## config.mk

```make
export PLATFORM = sky130hd
export DESIGN_NAME = double_ended_queue_top
export DESIGN_NICKNAME = d
export VERILOG_FILES = /design/src/design/deq_pkg.sv /design/src/design/deq_ring.sv /design/src/design/double_ended_queue_top.sv
export VERILOG_INCLUDE_DIRS = /design/src /design/src/design
export SDC_FILE = /design/constraint.sdc
export NUM_CORES = 1
export LEC_CHECK = 0
export BUFFER_PORTS_ARGS = -buffer_cell sky130_fd_sc_hd__buf_4
export CAP_MARGIN = 20
export CORE_MARGIN = 5
export CORE_UTILIZATION = 25
export CTS_BUF_LIST = sky130_fd_sc_hd__clkbuf_4
export CTS_CLUSTER_DIAMETER = 200
export DETAILED_ROUTE_END_ITERATION = 10
export HOLD_SLACK_MARGIN = 0.12
export SLEW_MARGIN = 10
export SYNTH_ARGS = -nofsm -noshare
export SYNTH_HDL_FRONTEND = slang
export SYNTH_SLANG_ARGS = --single-unit
export TNS_END_PERCENT = 100
```

## constraint.sdc

```tcl
create_clock -name clk -period 4.7 [get_ports clk]
set_clock_uncertainty 0.1 [all_clocks]
set_input_delay 0 -clock clk [delete_from_list [all_inputs] [get_ports clk]]
set_output_delay 0 -clock clk [all_outputs]
set_load 0.02 [all_outputs]
```

## src/design/double_ended_queue_top_defines.svh

```systemverilog
// Assertion macros of the double-ended queue RTL, used by deq_ring.
`ifndef DOUBLE_ENDED_QUEUE_TOP_DEFINES_SVH
`define DOUBLE_ENDED_QUEUE_TOP_DEFINES_SVH

// Consequent must hold in the same cycle as the antecedent.
`define DEQ_ASSERT_NOW(label, ante, cons, msg) \
    label: assert property (@(posedge clk) disable iff (!rst_n) (ante) |-> (cons)) \
        else $error(msg);

// Consequent must hold in the cycle after the antecedent.
`define DEQ_ASSERT_NEXT(label, ante, cons, msg) \
    label: assert property (@(posedge clk) disable iff (!rst_n) (ante) |=> (cons)) \
        else $error(msg);

`endif

```

## src/design/deq_pkg.sv

```systemverilog
// Types and constants of the double-ended queue.
`default_nettype none

package deq_pkg;

    localparam int DEPTH_DEFAULT     = 16;
    localparam int WORD_BITS_DEFAULT = 32;

    localparam logic [1:0] CMD_PUSH_FRONT = 2'd0;
    localparam logic [1:0] CMD_PUSH_BACK  = 2'd1;
    localparam logic [1:0] CMD_POP_FRONT  = 2'd2;
    localparam logic [1:0] CMD_POP_BACK   = 2'd3;

    localparam logic [1:0] STATUS_DONE      = 2'd0;
    localparam logic [1:0] STATUS_POP_EMPTY = 2'd1;
    localparam logic [1:0] STATUS_PUSH_FULL = 2'd2;

    typedef struct packed {
        logic [1:0]  command;
        logic [31:0] push_value;
    } deq_in_t;

    typedef struct packed {
        logic [31:0] front_word;
        logic [31:0] back_word;
        logic [4:0]  occupancy;
        logic        is_empty;
        logic [1:0]  status;
    } deq_out_t;

    typedef struct packed {
        logic    valid;
        deq_in_t item;
    } deq_req_t;

    typedef struct packed {
        logic     valid;
        deq_out_t item;
    } deq_rsp_t;

endpackage

`default_nettype wire

```

## src/design/deq_ring.sv

```systemverilog
// Ring store, pointers and command sequencer of the double-ended queue.
`default_nettype none
`include "double_ended_queue_top_defines.svh"

module deq_ring import deq_pkg::*; #(
    parameter int DEPTH     = DEPTH_DEFAULT,
    parameter int WORD_BITS = WORD_BITS_DEFAULT
) (
    input  logic     clk,
    input  logic     rst_n,
    input  deq_req_t req,
    output logic     req_ready,
    output deq_rsp_t rsp,
    input  logic     rsp_ready
);

    localparam int PTR_W = $clog2(DEPTH);
    localparam int CNT_W = $clog2(DEPTH + 1);
    localparam logic [PTR_W-1:0] LAST_POS = PTR_W'(DEPTH - 1);

    typedef enum logic [3:0] {
        S_IDLE = 4'b0001,
        S_EXEC = 4'b0010,
        S_READ = 4'b0100,
        S_DONE = 4'b1000
    } state_t;

    state_t               state_reg, state_next;
    logic [PTR_W-1:0]     head_reg, head_next;
    logic [PTR_W-1:0]     tail_reg, tail_next;
    logic [CNT_W-1:0]     count_reg, count_next;
    logic [1:0]           status_reg, status_next;
    logic                 rd_front_reg, rd_front_next;
    deq_in_t              item_reg, item_next;
    logic [WORD_BITS-1:0] front_reg, front_next;
    logic [WORD_BITS-1:0] back_reg, back_next;
    logic [WORD_BITS-1:0] rd_data_reg;

    logic [WORD_BITS-1:0] mem [DEPTH];

    logic                 wr_en;
    logic [PTR_W-1:0]     wr_addr;
    logic                 rd_en;
    logic [PTR_W-1:0]     rd_addr;

    logic [PTR_W-1:0]     head_inc, head_dec, tail_inc, tail_dec;
    logic                 is_empty, is_full, last_one;
    logic [WORD_BITS+31:0] push_ext;
    logic [WORD_BITS-1:0] word_in;
    logic [WORD_BITS+31:0] front_ext, back_ext;
    logic [CNT_W+4:0]     count_ext;

    assign head_inc = (head_reg == LAST_POS) ? '0 : head_reg + PTR_W'(1);
    assign head_dec = (head_reg == '0) ? LAST_POS : head_reg - PTR_W'(1);
    assign tail_inc = (tail_reg == LAST_POS) ? '0 : tail_reg + PTR_W'(1);
    assign tail_dec = (tail_reg == '0) ? LAST_POS : tail_reg - PTR_W'(1);

    assign is_empty = (count_reg == '0);
    assign is_full  = (count_reg == CNT_W'(DEPTH));
    assign last_one = (count_reg == CNT_W'(1));

    assign push_ext = {{WORD_BITS{1'b0}}, item_reg.push_value};
    assign word_in  = push_ext[WORD_BITS-1:0];

    always_comb
    begin
        state_next    = state_reg;
        head_next     = head_reg;
        tail_next     = tail_reg;
        count_next    = count_reg;
        status_next   = status_reg;
        rd_front_next = rd_front_reg;
        item_next     = item_reg;
        front_next    = front_reg;
        back_next     = back_reg;
        wr_en         = 1'b0;
        wr_addr       = head_dec;
        rd_en         = 1'b0;
        rd_addr       = head_inc;
        req_ready     = 1'b0;
        case (state_reg)
            S_IDLE:
            begin
                req_ready = 1'b1;
                if (req.valid)
                begin
                    item_next  = req.item;
                    state_next = S_EXEC;
                end
            end
            S_EXEC:
            begin
                status_next = STATUS_DONE;
                state_next  = S_DONE;
                case (item_reg.command)
                    CMD_PUSH_FRONT:
                    begin
                        if (is_full)
                        begin
                            status_next = STATUS_PUSH_FULL;
                        end
                        else
                        begin
                            wr_en      = 1'b1;
                            wr_addr    = head_dec;
                            head_next  = head_dec;
                            front_next = word_in;
                            count_next = count_reg + CNT_W'(1);
                            if (is_empty)
                            begin
                                tail_next = head_dec;
                                back_next = word_in;
                            end
                        end
                    end
                    CMD_PUSH_BACK:
                    begin
                        if (is_full)
                        begin
                            status_next = STATUS_PUSH_FULL;
                        end
                        else
                        begin
                            wr_en      = 1'b1;
                            wr_addr    = is_empty ? head_reg : tail_inc;
                            tail_next  = wr_addr;
                            back_next  = word_in;
                            count_next = count_reg + CNT_W'(1);
                            if (is_empty)
                            begin
                                head_next  = head_reg;
                                front_next = word_in;
                            end
                        end
                    end
                    CMD_POP_FRONT:
                    begin
                        if (is_empty)
                        begin
                            status_next = STATUS_POP_EMPTY;
                        end
                        else
                        begin
                            head_next  = head_inc;
                            count_next = count_reg - CNT_W'(1);
                            if (!last_one)
                            begin
                                rd_en         = 1'b1;
                                rd_addr       = head_inc;
                                rd_front_next = 1'b1;
                                state_next    = S_READ;
                            end
                        end
                    end
                    CMD_POP_BACK:
                    begin
                        if (is_empty)
                        begin
                            status_next = STATUS_POP_EMPTY;
                        end
                        else
                        begin
                            tail_next  = tail_dec;
                            count_next = count_reg - CNT_W'(1);
                            if (!last_one)
                            begin
                                rd_en         = 1'b1;
                                rd_addr       = tail_dec;
                                rd_front_next = 1'b0;
                                state_next    = S_READ;
                            end
                        end
                    end
                    default:
                    begin
                        status_next = STATUS_DONE;
                    end
                endcase
            end
            S_READ:
            begin
                if (rd_front_reg)
                begin
                    front_next = rd_data_reg;
                end
                else
                begin
                    back_next = rd_data_reg;
                end
                state_next = S_DONE;
            end
            S_DONE:
            begin
                if (rsp_ready)
                begin
                    state_next = S_IDLE;
                end
            end
            default:
            begin
                state_next = S_IDLE;
            end
        endcase
    end

    always_ff @(posedge clk or negedge rst_n)
    begin
        if (!rst_n)
        begin
            state_reg    <= S_IDLE;
            head_reg     <= '0;
            tail_reg     <= '0;
            count_reg    <= '0;
            status_reg   <= STATUS_DONE;
            rd_front_reg <= 1'b0;
        end
        else
        begin
            state_reg    <= state_next;
            head_reg     <= head_next;
            tail_reg     <= tail_next;
            count_reg    <= count_next;
            status_reg   <= status_next;
            rd_front_reg <= rd_front_next;
        end
    end

    always_ff @(posedge clk)
    begin
        item_reg  <= item_next;
        front_reg <= front_next;
        back_reg  <= back_next;
    end

    always_ff @(posedge clk)
    begin
        if (wr_en)
        begin
            mem[wr_addr] <= word_in;
        end
        if (rd_en)
        begin
            rd_data_reg <= mem[rd_addr];
        end
    end

    // Words of an empty queue read as zero.
    assign front_ext = {32'b0, is_empty ? {WORD_BITS{1'b0}} : front_reg};
    assign back_ext  = {32'b0, is_empty ? {WORD_BITS{1'b0}} : back_reg};
    assign count_ext = {5'b0, count_reg};

    assign rsp.valid           = (state_reg == S_DONE);
    assign rsp.item.front_word = front_ext[31:0];
    assign rsp.item.back_word  = back_ext[31:0];
    assign rsp.item.occupancy  = count_ext[4:0];
    assign rsp.item.is_empty   = is_empty;
    assign rsp.item.status     = status_reg;

    `DEQ_ASSERT_NOW(a_count_bound, 1'b1, count_reg <= CNT_W'(DEPTH), "Count exceeds the store depth.")
    `DEQ_ASSERT_NEXT(a_flagged_keeps_count, (state_reg == S_EXEC) && (status_next != STATUS_DONE), count_reg == $past(count_reg), "A flagged item changed the count.")
    `DEQ_ASSERT_NOW(a_read_only_when_left, rd_en, (state_reg == S_EXEC) && (count_reg > CNT_W'(1)), "Memory read issued outside a pop that leaves words.")
    `DEQ_ASSERT_NOW(a_read_state_follows_read, state_reg == S_READ, $past(rd_en), "Read state entered without a memory read.")
    `DEQ_ASSERT_NOW(a_no_write_and_read, wr_en, !rd_en, "Memory written and read by the same item.")

endmodule

`default_nettype wire

```

## src/design/double_ended_queue_top.sv

```systemverilog
// Double-ended queue of words in a ring memory, one command item at a time.
// A result passes the sequencer's execute and done states and then the output
// register; a pop that leaves words behind adds a read state, since the new end
// word comes from a memory read. The sequencer works one item through the ring
// memory before taking the next, and a held response stalls it.
// Reset empties the queue: pointers and count clear, the memory is not cleared.
`default_nettype none

module double_ended_queue_top import deq_pkg::*; #(
    parameter int DEPTH     = DEPTH_DEFAULT,
    parameter int WORD_BITS = WORD_BITS_DEFAULT
) (
    input  logic     clk,
    input  logic     rst_n,
    input  logic     req_valid,
    output logic     req_ready,
    input  deq_in_t  req,
    output logic     rsp_valid,
    input  logic     rsp_ready,
    output deq_out_t rsp
);

    deq_req_t ring_req;
    deq_rsp_t ring_rsp;
    logic     ring_rsp_ready;
    logic     rsp_valid_reg, rsp_valid_next;
    deq_out_t rsp_reg;

    assign ring_req.valid = req_valid;
    assign ring_req.item  = req;

    deq_ring #(
        .DEPTH     (DEPTH),
        .WORD_BITS (WORD_BITS)
    ) u_ring (
        .clk       (clk),
        .rst_n     (rst_n),
        .req       (ring_req),
        .req_ready (req_ready),
        .rsp       (ring_rsp),
        .rsp_ready (ring_rsp_ready)
    );

    // The output register takes a new item when empty or being emptied.
    assign ring_rsp_ready = !rsp_valid_reg || rsp_ready;

    always_comb
    begin
        rsp_valid_next = rsp_valid_reg;
        if (ring_rsp.valid && ring_rsp_ready)
        begin
            rsp_valid_next = 1'b1;
        end
        else if (rsp_ready)
        begin
            rsp_valid_next = 1'b0;
        end
    end

    always_ff @(posedge clk or negedge rst_n)
    begin
        if (!rst_n)
        begin
            rsp_valid_reg <= 1'b0;
        end
        else
        begin
            rsp_valid_reg <= rsp_valid_next;
        end
    end

    always_ff @(posedge clk)
    begin
        if (ring_rsp.valid && ring_rsp_ready)
        begin
            rsp_reg <= ring_rsp.item;
        end
    end

    assign rsp_valid = rsp_valid_reg;
    assign rsp       = rsp_reg;

endmodule

`default_nettype wire
```

==> impl_metrics.yaml <==
sta:
  max_slew.worst_pin.slew_ns: 1.041
  relSlewSlack_pct: 30.62
  rsz0062_at_grt: "no"
  setup_violations: 0
  slew_violations: 0
  finalHoldViolations: 0
  worst_slack_ns: 0.7476
  fin_crit_ns: 3.952
  max_freq_mhz: 253.0
  fin_crit_sh_pct: 84.09
critical_path:
  regToRegEndpoint: "u_ring.mem[0][6]"
  crit_cells: 8
  end_kind: "register"
  cp_data_arrival_time_ns: 4.49
  crit_path_start: "u_ring.count_reg[0]"
  rr_worst_depth: 8
  r2r-start: "u_ring.count_reg[0]"
  crit_path_cell_trace: "inv_1 > ha_1 > or4b_2 > o21ai_0 > and2_1 > a22oi_1 > nor2_4 > buf_4"
  endpoint: "u_ring.mem[0][6]"
  critPathBufInv: 2
  crit_fanout: 24
  cp_top_family: "simple AND/OR/NAND/NOR gates"
  crit_required_ns: 5.23
  r2r_slack_ns: 0.75
  cp-start-kind: "register"
  crit_slowest_cell: "or4b_2"
  cpPeakStageDelay_ns: 0.92
  path_class: "reg -> reg"
synthesis:
  syn_nets: 2018
  netlist_area_um2: 30230
  ys_seq_area_share_pct: 72.67
  synth-edff-count: 714
  synth_area_leaders: "edfxtp_1, mux2i_1, nand2_1"
  ys_ff_latch: 735
  ys.warnings.count: 0
  synth_cell_types: 61
  yosysTopAreaCellShare_pct: 70.93
  syn_avg_cell_area_um2: 15.33
  synthFlopType: "edfxtp_1"
  synthCells: 1972
  async_reset_ff_share_pct: 2.857
  synth_largest_area_cell: "edfxtp_1"
die:
  start_util_pct: 25.20
  die_h_um: 357.7
  core_um2: 120000
  die_w_um: 357.7
  fp-row-count: 127
  fp.dieArea_um2: 128000
  pin_count: 112
routing:
  wirelength_mm: 83.14
  vias_per_cell: 4.709
  wire_per_inst_um: 20.52
  ant_nets: 0
  drcViolationCount: 0
  vias: 19080
  drt_iter0_markers: 1509
  drtPass1Iterations: 5
pwr:
  p_per_area_nw_per_um2: 591.9
  combPwrFrac_pct: 36.6
  finalPower_w: 0.02178
  ir_drop_mv: 0.6878
  intPower_w: 0.01364
  swShare_pct: 37.35
  netSwitchingPower_w: 0.008135
  seqPwrFrac_pct: 39.3
  power.leakage_nw: 12.15
  p_clk_share_pct: 24.1
clocking:
  post_cts_buffers: 0
  cts_buffer_depth: 3
  htree_levels: 4
  cts_sinks: 735
  clock_latency_ns: 1.05
  path_clk_slew_ns: 0.06
  cts_tree: "done"
  cts.root.buffer_cell: "clkbuf_4"
  cts_buffers: 179
global_routing:
  grt_pass1_wl_mm: 122.1
  grt_pass1_vias: 19030
  grt_max_degree: 122
  overflow: 0
  track_usage_pct: 12.74
  antenna_found_initial: 3
placed_design:
  io_buffers: 111
  pre_cts_ws_ns: 0.7436
  place_area_um2: 33420
  place_congestion: 0.7633
  hpwl_mm: 47.19
outcome:
  status: "finished, final reports clean"
layout:
  largest_register_ffs: 512
  syn2layout_area_growth_pct: 21.73
  fin_area_um2: 36800
  drive_above_1_share_pct: 23.72
  fin_nets: 2346
run:
  cap_violations: 0
min_path:
  hp-start: "req[6]"
  hold_class: "in -> reg"
==> cell usage in the layout, fill, tap and decap left out, types with 45 or more instances in the layout <==
master and count:
nand3_1 57, mux2i_1 100, buf_4 169, dlygate4sd3_1 106
a211oi_1 66, edfxtp_1 714, clkinv_1 45, nand2_1 208
a31oi_1 53, clkbuf_4 243, and2_1 99, a211o_1 64
mux2_2 67
==> area by class of cell <==
type | instances | area (um^2)
flip-flops and latches | 735 | 21970
clock buffers | 243 | 1824
clock inverters | 71 | 462.9
diodes | 6 | 15.01
repair buffers | 287 | 2565
inverters | 12 | 45.04
multi-input cells | 1085 | 7899
well taps | 1612 | 2017
fillers | 11850 | 83180
==> cells in the mapped netlist (4+ instances only) <==
cell and instances:
edfxtp_1 714, nand2_1 208, and2_1 101, mux2i_1 101, clkbuf_1 92, mux2_2 67, a211oi_1 66, a211o_1 64
nand3_1 57, a31oi_1 55, nor2_1 38, o31ai_1 35, a2111oi_0 32, buf_2 32, nand4_1 32, nor4_1 32
dfrtp_1 20, a32oi_1 18, a32o_1 17, and3_1 17, a311o_1 16, a31o_2 16, o311ai_1 16, a21oi_1 14
inv_1 12, o21ai_0 12, buf_1 10, ha_1 8, xnor2_1 8, nor3_1 6, xor2_1 6, buf_6 4
nor2b_1 4
==> what timing repair did <==
action                    CTS  global route
gates resized for setup     0             0
hold buffers              106             0
hold endpoints to repair  165             0
==> metal layers <==
layer	routed length (um)	track usage (%)	up-vias	part of all wire, %
li1	-	-	8625	-
met1	36120	17.05	9486	43
met2	38250	20.03	784	46
met3	6255	2.919	180	7.5
met4	2516	5.205	0	3.0
met5	0	0	-	0
==> worst min path at each step <==
stage	endpoint	cells past startpoint
6_report	u_ring.word_in[6]	3
4_1_cts	u_ring.word_in[23]	3
5_1_grt	u_ring.word_in[6]	3
3_5_place_dp	rsp_valid	1
2_1_floorplan	rsp_valid	0
3_3_place_gp	rsp_valid	1
==> worst min-delay path, stage by stage <==
cell and delay (ns):
dlygate4sd3_1 0.52, buf_4 0.10, dlygate4sd3_1 0.56
==> logic make-up (layout without fill, tap and decap cells) <==
logic type	count (synthesis)	after routing	synth area share, %
flops	735	735	72.67
simple gates	510	510	8.394
compound gates	382	382	10.07
mux	171	171	5.985
buf+inv	152	613	2.136
xor+xnor	14	14	0.4057
fa+ha+maj	8	8	0.3312
other cells	0	6	0
==> through the flow <==
stage / hold WS (ns) / instances / util (%) / TNS [ns]
floorplan: -0.3956 / 1972 / - / -5.801
global placement: -0.1876 / 3624 / 27.85 / 0
detailed placement: -0.1869 / 3624 / 27.85 / 0
CTS: 0.1211 / 4044 / 30.65 / 0
global route: 0.1486 / 4046 / 30.66 / 0
finish: 0.2187 / 4051 / 30.67 / 0
==> power groups by stage <==
stage / sequential, W / clock (W) / combinational (W)
CTS: 0.00855 / 0.00543 / 0.00797
global route: 0.00862 / 0.00577 / 0.00852
global placement: 0.00867 / 0 / 0.00778
detailed placement: 0.00869 / 0 / 0.00787
finish: 0.00855 / 0.00525 / 0.00797
floorplan: 0.00848 / 0 / 0.00514
(Power assumes the default switching activity.)
